`src/design/dbd_pkg.sv`:
```
package dbd_pkg;

    // value widths inside the datapath
    localparam int VW = 46;         // q25 geometry values
    localparam int SCW = 19;        // sin and cos, q16
    localparam int ZW = 20;         // cordic angle accumulator, q16
    localparam int QB = 28;         // quotient magnitude bits before saturation
    localparam int QW = QB + 2;     // signed scaled value
    localparam int DIV_BITS = 7;
    localparam int DIV_STAGES = QB / DIV_BITS;
    localparam int SCALE_LAT = 3 + DIV_STAGES;
    localparam int IDXW = 3;

    localparam logic [IDXW-1:0] REG_THRESHOLD = 3'd0;
    localparam logic [IDXW-1:0] REG_FRAME_W   = 3'd1;
    localparam logic [IDXW-1:0] REG_FRAME_H   = 3'd2;
    localparam logic [IDXW-1:0] REG_NET_W     = 3'd3;
    localparam logic [IDXW-1:0] REG_ROTATED   = 3'd4;

    localparam logic [15:0] RST_THRESHOLD = 16'd32768;
    localparam logic [13:0] RST_FRAME_W   = 14'd1920;
    localparam logic [13:0] RST_FRAME_H   = 14'd1080;
    localparam logic [13:0] RST_NET_W     = 14'd640;

    localparam logic [1:0] KIND_MAIN     = 2'd0;
    localparam logic [1:0] KIND_BBOX     = 2'd1;
    localparam logic [1:0] KIND_CORNER_A = 2'd2;
    localparam logic [1:0] KIND_CORNER_B = 2'd3;

    localparam logic signed [SCW-1:0] CORDIC_K    = 19'sd39797;
    localparam logic signed [ZW-1:0]  PI_Q16      = 20'sd205887;
    localparam logic signed [ZW-1:0]  HALF_PI_Q16 = 20'sd102944;

    localparam int Q24_MAX = 8388607;
    localparam int Q24_MIN = -8388608;

    typedef struct packed {
        logic [15:0] score_threshold;
        logic [13:0] frame_width;
        logic [13:0] frame_height;
        logic [13:0] net_width;
        logic        rotated_mode;
    } cfg_t;

    typedef struct packed {
        logic [1:0]  kind;
        logic        last;
        logic [15:0] conf;
    } meta_t;

    typedef struct packed {
        meta_t              meta;
        logic [3:0][VW-1:0] val;
    } job_t;

    function automatic logic signed [ZW-1:0] atan_q16(input logic [3:0] i);
        logic signed [ZW-1:0] r;
        case (i)
            4'd0:  r = 20'sd51472;
            4'd1:  r = 20'sd30386;
            4'd2:  r = 20'sd16055;
            4'd3:  r = 20'sd8150;
            4'd4:  r = 20'sd4091;
            4'd5:  r = 20'sd2047;
            4'd6:  r = 20'sd1024;
            4'd7:  r = 20'sd512;
            4'd8:  r = 20'sd256;
            4'd9:  r = 20'sd128;
            4'd10: r = 20'sd64;
            4'd11: r = 20'sd32;
            4'd12: r = 20'sd16;
            4'd13: r = 20'sd8;
            4'd14: r = 20'sd4;
            default: r = 20'sd2;
        endcase
        return r;
    endfunction

endpackage

```
`src/design/dbd_fifo.sv`:
```
module dbd_fifo #(
    parameter int DEPTH = 4
) (
    input  logic           clk,
    input  logic           rst_n,
    input  logic           push,
    input  dbd_pkg::job_t  push_job,
    output logic           full,
    input  logic           pop,
    output dbd_pkg::job_t  pop_job,
    output logic           empty
);

    localparam int PW = $clog2(DEPTH);
    localparam int CW = $clog2(DEPTH + 1);

    dbd_pkg::job_t  mem_reg [DEPTH];
    logic [PW-1:0]  wp_reg;
    logic [PW-1:0]  rp_reg;
    logic [CW-1:0]  cnt_reg;
    logic           do_push;
    logic           do_pop;

    assign full = (cnt_reg == CW'(DEPTH));
    assign empty = (cnt_reg == '0);
    assign do_push = push & ~full;
    assign do_pop = pop & ~empty;
    assign pop_job = mem_reg[rp_reg];

    always_ff @(posedge clk or negedge rst_n)
    begin
        if (!rst_n)
        begin
            wp_reg <= '0;
            rp_reg <= '0;
            cnt_reg <= '0;
        end
        else
        begin
            if (do_push)
            begin
                wp_reg <= (wp_reg == PW'(DEPTH - 1)) ? '0 : wp_reg + 1'b1;
            end
            if (do_pop)
            begin
                rp_reg <= (rp_reg == PW'(DEPTH - 1)) ? '0 : rp_reg + 1'b1;
            end
            if (do_push && !do_pop)
            begin
                cnt_reg <= cnt_reg + 1'b1;
            end
            else if (do_pop && !do_push)
            begin
                cnt_reg <= cnt_reg - 1'b1;
            end
        end
    end

    always_ff @(posedge clk)
    begin
        if (do_push)
        begin
            mem_reg[wp_reg] <= push_job;
        end
    end

endmodule

```
`config.mk`:
```
export PLATFORM = sky130hd
export DESIGN_NAME = dbd_fifo
export DESIGN_NICKNAME = d
export VERILOG_FILES = /design/src/design/dbd_pkg.sv /design/src/design/dbd_fifo.sv
export SDC_FILE = /design/constraint.sdc
export NUM_CORES = 1
export LEC_CHECK = 0
export BUFFER_PORTS_ARGS = -buffer_cell sky130_fd_sc_hd__buf_2
export CAP_MARGIN = 5
export CORE_MARGIN = 3
export CORE_UTILIZATION = 51
export CTS_CLUSTER_SIZE = 14
export DETAILED_ROUTE_END_ITERATION = 12
export GPL_TIMING_DRIVEN = 1
export PLACE_DENSITY = 0.71
export SYNTH_ARGS = -nofsm -noshare
export SYNTH_HDL_FRONTEND = slang
export SYNTH_SLANG_ARGS = --single-unit
```
`constraint.sdc`:
```
create_clock -name clk -period 10.2 [get_ports clk]
set_clock_uncertainty 0.1 [all_clocks]
set_input_delay 1.02 -clock clk [delete_from_list [all_inputs] [get_ports clk]]
set_output_delay 1.02 -clock clk [all_outputs]
set_load 0.005 [all_outputs]
```
# Word level (Yosys, flattened, before mapping)
# Memories as Yosys holds them, arrays and structs flattened.
# Index checks and enable logic that the tools add are counted.
dict set report word_totals {
  rom_bits 0
  word_cells 27
  reg_bits 7
  latchBits 0
  out_inout_bits 205
  ramBits 812
  n_memories 1
}
dict set report classes {
  addsub 4
  div_mod_pow 0
  n_mul 0
  n_eq_ne 3
  muxes 6
  n_bitwise 4
  n_lt_le_gt_ge 0
  n_reduce_logical 6
  shifts 0
}
# memory words width rd rd_clocked_by_memory_dff wr line_no
set mem_list {}
lappend mem_list {mem_reg 4 203 1 0 1 dbd_fifo.sv:17} ;# dbd_pkg::job_t mem_reg [DEPTH];
# op n
set op_table {}
lappend op_table {{$mux 3} 2}
lappend op_table {{$add 2x1->2 const B} 2}
lappend op_table {{$eq 2x2->1 const B} 2}
lappend op_table {{$mux 2} 2}
lappend op_table {{$add 3x1->3 const B} 1}
lappend op_table {{$eq 3x3->1 const B} 1}
lappend op_table {{$logic_not 3->1} 1}
lappend op_table {{$sub 3x1->3 const B} 1}
lappend op_table {{$and 1x1->1} 2}
lappend op_table {{$logic_and 1x1->1} 2}
lappend op_table {{$logic_not 1->1} 2}
lappend op_table {{$mux 1} 2}
lappend op_table {{$not 1->1} 2}
lappend op_table {{$reduce_bool 2->1} 1}

# Longest topological paths before layout
# Gate-level depths: netlist (run 1).
dict set report logic_depth {
  ltp_word 7
  ltp_mapped 8
  ltp_nobuf 8
}

# Worst setup path after synthesis (run 1)
# Ideal clock, no wire load.
dict set report synth_timing {
  path_type {input to register}
  start {input port push}
  end {memory mem_reg[3][0] (netlist name), enable pin}
  path_buffers 0
  setup_time_ps 774
  required_time_ps 9326
  setup_slack_ps -241
  arrival_time_ps 9566
  path_stages 2
  path_cell_list {nand2_1 -> nor2_1}
}
dict set report synth_between {
  elab_chain_cells 3
}
# element line_no
set synth_lines {}
lappend synth_lines {{start: declaration} dbd_fifo.sv:6} ;# input logic push,
lappend synth_lines {{$and 1x1->1} dbd_fifo.sv:26} ;# assign do_push = push & ~full;
lappend synth_lines {{$mux 1} dbd_fifo.sv:61} ;# if (do_push)
lappend synth_lines {{$mux 1 (implied by the code)} dbd_fifo.sv:63} ;# mem_reg[wp_reg] <= push_job;
lappend synth_lines {{end: declaration} dbd_fifo.sv:17}
# Every way passes these cells.

==> flow_summary.ini, run 1 <==
[run_status]
status = complete, no violations

[worst_setup_path]
endpoint_kind = primary output
required_ns = 9.08
crit_path_max_incr_delay_ns = 0.89
slowest_stage = buf_4
rr_worst_depth = 5
cp_max_fo = 119
startpoint = rp_reg[0]$_DFFE_PN0P_
r2r_slack_ns = 6.37
cp_num_cells = 4
path_buf_inv = 3
path_cells = buf_12, buf_4, mux4_1, buf_2
cp.arrival_ns = 3.62
cp-endpoint = pop_job[56]
critPathTopFamily = buffers and inverters
startpoint_type = flop
regToRegEndpoint = mem_reg[1][89]$_DFFE_PP_
critical_path_class = flop to primary output
reg2reg_from = cnt_reg[2]$_DFFE_PN0P_

[global_routing]
grt_max_degree = 120
grt_pass1_wl_um = 86720
grt_overflow = 0
grt_pass1_vias = 14217
antenna_found_initial = 21
grt_use_total_pct = 19.02

[clock_network]
post_cts_buffers = 0
clockBufferDepth = 3
htreeDepth = 3
post_cts_resized = 0
clockRootBuffer = clkbuf_16
cts_tree = yes
hold_buffers = 0
cts_buffers = 80
clk_latency_ns = 0.59
cts.clk_slew.worst_paths_ns = 0.06
cts.sinks = 819

[routing]
wl_per_cell_um = 24.00
wirelength_um = 57520
drt_iter0_drc = 845
dr.pass1.iters = 5
drc = 0
vias = 13264
ant_nets = 0
avgViaCountPerCell = 5.534

[synthesis]
syn_nets = 1312
avgSynthCellArea_um2 = 27.15
synth_top_area_share_pct = 81.80
ys.warnings.count = 0
async_flop_share_pct = 0.8547
yosysTopAreaCell = edfxtp_1
synth_edf_count = 812
synth-main-ff-cell = edfxtp_1
synthTopCellsByCount = edfxtp_1 (812), mux4_2 (181), buf_2 (23), mux4_1 (22), buf_6 (16)
yosysSeqAreaShare_pct = 82.39
yosysUniqueCellTypes = 22
yosysMostFrequentCell = edfxtp_1
synth_seq_cells = 819
syn_area_mm2 = 0.02981
syn_inst = 1098
synthTopCellsByArea = edfxtp_1 (82%), mux4_2 (14%), mux4_1 (1.9%)

[floorplan]
die_area_mm2 = 0.06138
start_util_pct = 52.16
core-area_mm2 = 0.05715
die_x_um = 247.8
fp.dieH_um = 247.8
fp-row-count = 87
io_pins = 412

[sta]
max_slew_margin_pct = 29.29
finalWorstPathRequiredPeriod_ns = 4.739
fmax_mhz = 211.0
setup_viol = 0
grt_setup_unrepaired = false
worstMarginPinSlew_ns = 1.061
fin_crit_sh_pct = 46.46
hold_viol = 0
setup-tns-final_ns = 0
drv_slew = 0

[power]
leakagePower_nw = 11.90
powerDensity_mw_per_mm2 = 284.7
totalPowerFinal_mw = 10.00
ir_worst_vdd_uv = 270.0

[placed_design]
dp_hpwl_um = 34390
place.gp.congestion = 0.7394
portBuffers = 411

[cells_and_area]
area_growth_pct = 17.86
nets = 1778
largest_reg_flops = 812
drive_gt1_share_pct = 44.70
n_fill_cell = 3893

[worst_hold_path]
hold_class = primary input to asynchronous set/reset pin

[flow_run]
drv_cap = 0
-- cell type report --
class | count | area (µm²) | area share, %
Sequential cell | 819 | 24570 | 69.92
Multi-Input combinational cell | 230 | 4908 | 13.97
Timing Repair Buffer | 430 | 2212 | 6.297
Clock buffer | 102 | 2170 | 6.175
Tap cell | 756 | 945.9 | 2.692
Clock inverter | 40 | 276.5 | 0.7871
Antenna cell | 17 | 42.54 | 0.1211
Inverter | 3 | 11.26 | 0.03205
-- kinds of logic (layout without fill, tap and decap cells) --
logic type	Yosys count	count (layout)	synth area share (%)
flip-flops	819	819	82.39
XOR/XNOR	3	3	0.08817
AO/OA/AOI/OAI	2	2	0.05039
other	0	17	0
adder cells (fa/ha/maj)	7	7	0.3190
AND/OR/NAND/NOR	11	11	0.1931
multiplexers	207	207	15.77
buffers and inverters	49	575	1.192
-- power by group --
part | internal, mW | switching (mW)
registers | 4.45 | 0.155
logic | 1.25 | 1.43
clock network | 1.58 | 1.15
-- worst reg2reg max path, cell delays in order (launching register included) --
cell	delay, ns
dfrtp_1	0.42
nor3b_1	0.23
nor2b_1	0.41
and2_4	0.58
buf_4	0.76
buf_4	0.91
-- layout by cell type, fill, tap and decap left out, drive strengths merged --
master / n
dfrtp: 7
clkbuf: 102
and2: 3
xor2: 2
nor2b: 1
fa: 1
clkinv: 32
ha: 6
nor3: 2
diode: 17
buf: 430
a21o: 1
bufinv: 3
clkinvlp: 4
mux2: 4
o31ai: 1
nand2: 1
nor2: 3
mux4: 203
nor3b: 1
xnor2: 1
inv: 4
edfxtp: 812
-- stage by stage --
stage | hold WS (ns) | utilization [%] | instance area [µm²] | setup WS [ns] | cells
final | 0.1598 | 61.48 | 35130 | 5.461 | 2397
after global routing | 0.1285 | 61.43 | 35110 | 5.111 | 2387
after global placement | 0.4036 | 57.12 | 32640 | 5.847 | 2238
after detailed placement | 0.4240 | 57.12 | 32640 | 5.840 | 2238
after CTS | 0.1109 | 61.40 | 35090 | 5.367 | 2380
after floorplan | 0.3784 | - | 29810 | 3.295 | 1098
-- layer usage --
metal	global-route usage (%)	wire length, µm	vias to the layer above
li1	-	-	5759
met1	23.95	21030	6938
met2	31.38	29970	435
met3	6.201	4799	112
met4	6.746	1595	20
met5	0	136	-
-- how the worst min path moves through the flow --
| stage | start | end | slack, ns | cells after the start |
|---|---|---|---|---|
| floorplan | cnt_reg[2]$_DFFE_PN0P_ | cnt_reg[2]$_DFFE_PN0P_ | 0.38 | 1 |
| global placement | cnt_reg[2]$_DFFE_PN0P_ | cnt_reg[2]$_DFFE_PN0P_ | 0.40 | 1 |
| detailed placement | cnt_reg[2]$_DFFE_PN0P_ | cnt_reg[2]$_DFFE_PN0P_ | 0.42 | 1 |
| CTS | rst_n | rp_reg[0]$_DFFE_PN0P_ | 0.11 | 1 |
| global route | rst_n | rp_reg[0]$_DFFE_PN0P_ | 0.13 | 1 |
| finish | rst_n | rp_reg[0]$_DFFE_PN0P_ | 0.16 | 1 |
(Power assumes the default switching activity.)
==> inputs of run 2 (changes only) <==
CORE_UTILIZATION = 57   (was 51)
PLACE_DENSITY = 0.75   (was 0.71)
clock period = 4.4 ns   (was 10.2 ns; I/O delays follow)
==> run 2 against run 1 <==
Compared with the run above: routed wire length grew 9.1%; via count grew 9.8%; critical path type unchanged; design area is 6.6% higher; clock-buffer cell count increased by 5; largest power group unchanged; final cell count up 5.9%; setup slack worse by 4.4 ns; flip-flop and latch count unchanged; worst hold slack worse by 0.045 ns; clock power up 130%; combinational power up 150%; first-iteration DRC count grew 43%.
==> flow_summary.ini, run 2 (synthesized netlist as in run 1, its figures left out) <==
[routing]
vias = 14564
drt_iter0_drc = 1211
wl_met2_um = 32180
wl_per_cell_um = 24.71
top_layer = met5
wl_met3_um = 4538
ant_nets = 0
wirelength_um = 62740
drc = 0
wl_met1_um = 24230
avgViaCountPerCell = 5.736
dr.pass1.iters = 5

[placed_design]
place_area_mm2 = 0.03295
dp_hpwl_um = 37570
numPlacedInstances = 2190
preCtsSetupSlack_ns = 1.611
portBuffers = 411
place.gp.congestion = 0.7673

[floorplan]
io_pins = 412
fp.dieH_um = 234.7
core-area_mm2 = 0.05151
die_x_um = 234.7
fp-row-count = 83
die_area_mm2 = 0.05507
start_util_pct = 57.87

[cells_and_area]
final_cell_count_no_fill = 2539
n_fill_cell = 2911
largest_reg_flops = 812
layout_commonest_cell = edfxtp_1
final_util_pct = 72.70
area_growth_pct = 25.64
drive_gt1_share_pct = 40.70
nets = 2009
fin_area_mm2 = 0.03745
mostFrequentLayoutCells = edfxtp_1 (812), buf_2 (411), dlygate4sd3_1 (204)

[clock_network]
cts.sinks = 819
clockRootBuffer = clkbuf_16
cts_tree = yes
post_cts_resized = 0
cts.clk_slew.worst_paths_ns = 0.06
htreeDepth = 3
clockBufferDepth = 3
clk_latency_ns = 0.59
post_cts_buffers = 0
cts_buffers = 79

[global_routing]
antenna_found_initial = 7
grt_use_total_pct = 23.25
grt_pass1_wl_um = 96430
grt_max_degree = 76
grt_pass1_vias = 15493
grt_overflow = 0

[run_status]
status = complete, no violations

[worst_setup_path]
required_ns = 3.86
crit_path_max_incr_delay_ns = 1.03
endpoint_kind = primary output
slowest_stage = dfrtp_4
cp_max_fo = 40
critical_path_class = flop to primary output
startpoint_type = flop
cp.arrival_ns = 2.81
path_cells = buf_12, mux4_1, buf_2

[sta]
setup-tns-final_ns = 0
hold_viol = 0
fin_crit_sh_pct = 76.12
worstMarginPinSlew_ns = 0.9708
drv_slew = 0
grt_setup_unrepaired = false
max_slew_margin_pct = 35.28
finalWorstPathRequiredPeriod_ns = 3.349
fmax_mhz = 298.6
setup_viol = 0
timing.hold.ws_ns = 0.1150
setup_slack_ns = 1.051

[worst_hold_path]
hold_class = primary input to asynchronous set/reset pin

[power]
ir_worst_vdd_uv = 445.8
powerDensity_mw_per_mm2 = 636.6
leakagePower_nw = 12.96
totalPowerFinal_mw = 23.84

[flow_run]
drv_cap = 0
==> run 2: cell types whose count changed in the layout (fill, tap and decap cells not counted), sizes merged <==
cell / previous run / this run
dlygate4sd3: 0 / 204
buf: 430 / 458
diode: 17 / 4
clkbuf: 102 / 107
clkinv: 32 / 28
clkinvlp: 4 / 2
==> run 2: timing repair <==
action / in CTS / in global routing
hold buffers: 204 / 0
hold endpoints to repair: 819 / 0
setup endpoints to repair: 0 / 0
==> run 2: critical path: cells and delay by family, from the launching register on <==
kind,cells,cell delay [ns]
buffers and inverters,2,0.52
flip-flops,1,1.03
multiplexers,1,0.61
==> run 2: routing by layer <==
metal,up-vias,GRT usage [%]
li1,6212,-
met2,597,37.94
met3,119,5.317
met1,7630,31.67
met5,-,0
met4,6,7.939
==> run 2: power breakdown <==
group          total [mW]  switching, mW  internal, mW
registers            10.9          0.580          10.3
clock network        6.37           2.69          3.68
logic                6.62           3.35          3.27
total                23.8           6.62          17.2
==> run 2: worst paths after layout <==
| kind | slack, ns | depth (start not counted) | startpoint | endpoint |
|---|---|---|---|---|
| max in group asynchronous | 3.91 | 2 | rst_n | rp_reg[0]$_DFFE_PN0P_ |
| worst max register to register | 1.61 | 4 | cnt_reg[2]$_DFFE_PN0P_ | mem_reg[0][114]$_DFFE_PP_ |
| worst min register to register | 0.43 | 1 | cnt_reg[2]$_DFFE_PN0P_ | cnt_reg[2]$_DFFE_PN0P_ |
| min in group clk | 0.15 | 3 | pop | rp_reg[0]$_DFFE_PN0P_ |
| worst min-delay path | 0.11 | 2 | rst_n | rp_reg[1]$_DFFE_PN0P_ |
| worst max-delay path | 1.05 | 3 | rp_reg[0]$_DFFE_PN0P_ | pop_job[35] |
==> run 2: final cells by class <==
class | instances | area (µm²) | share of cell area (%)
Multi-Input combinational cell | 230 | 4908 | 13.11
Timing Repair Buffer | 662 | 4652 | 12.42
Antenna cell | 4 | 10.01 | 0.02673
Sequential cell | 819 | 24570 | 65.60
Clock inverter | 34 | 252.7 | 0.6749
Tap cell | 680 | 850.8 | 2.272
Clock buffer | 107 | 2198 | 5.870
Inverter | 3 | 11.26 | 0.03007
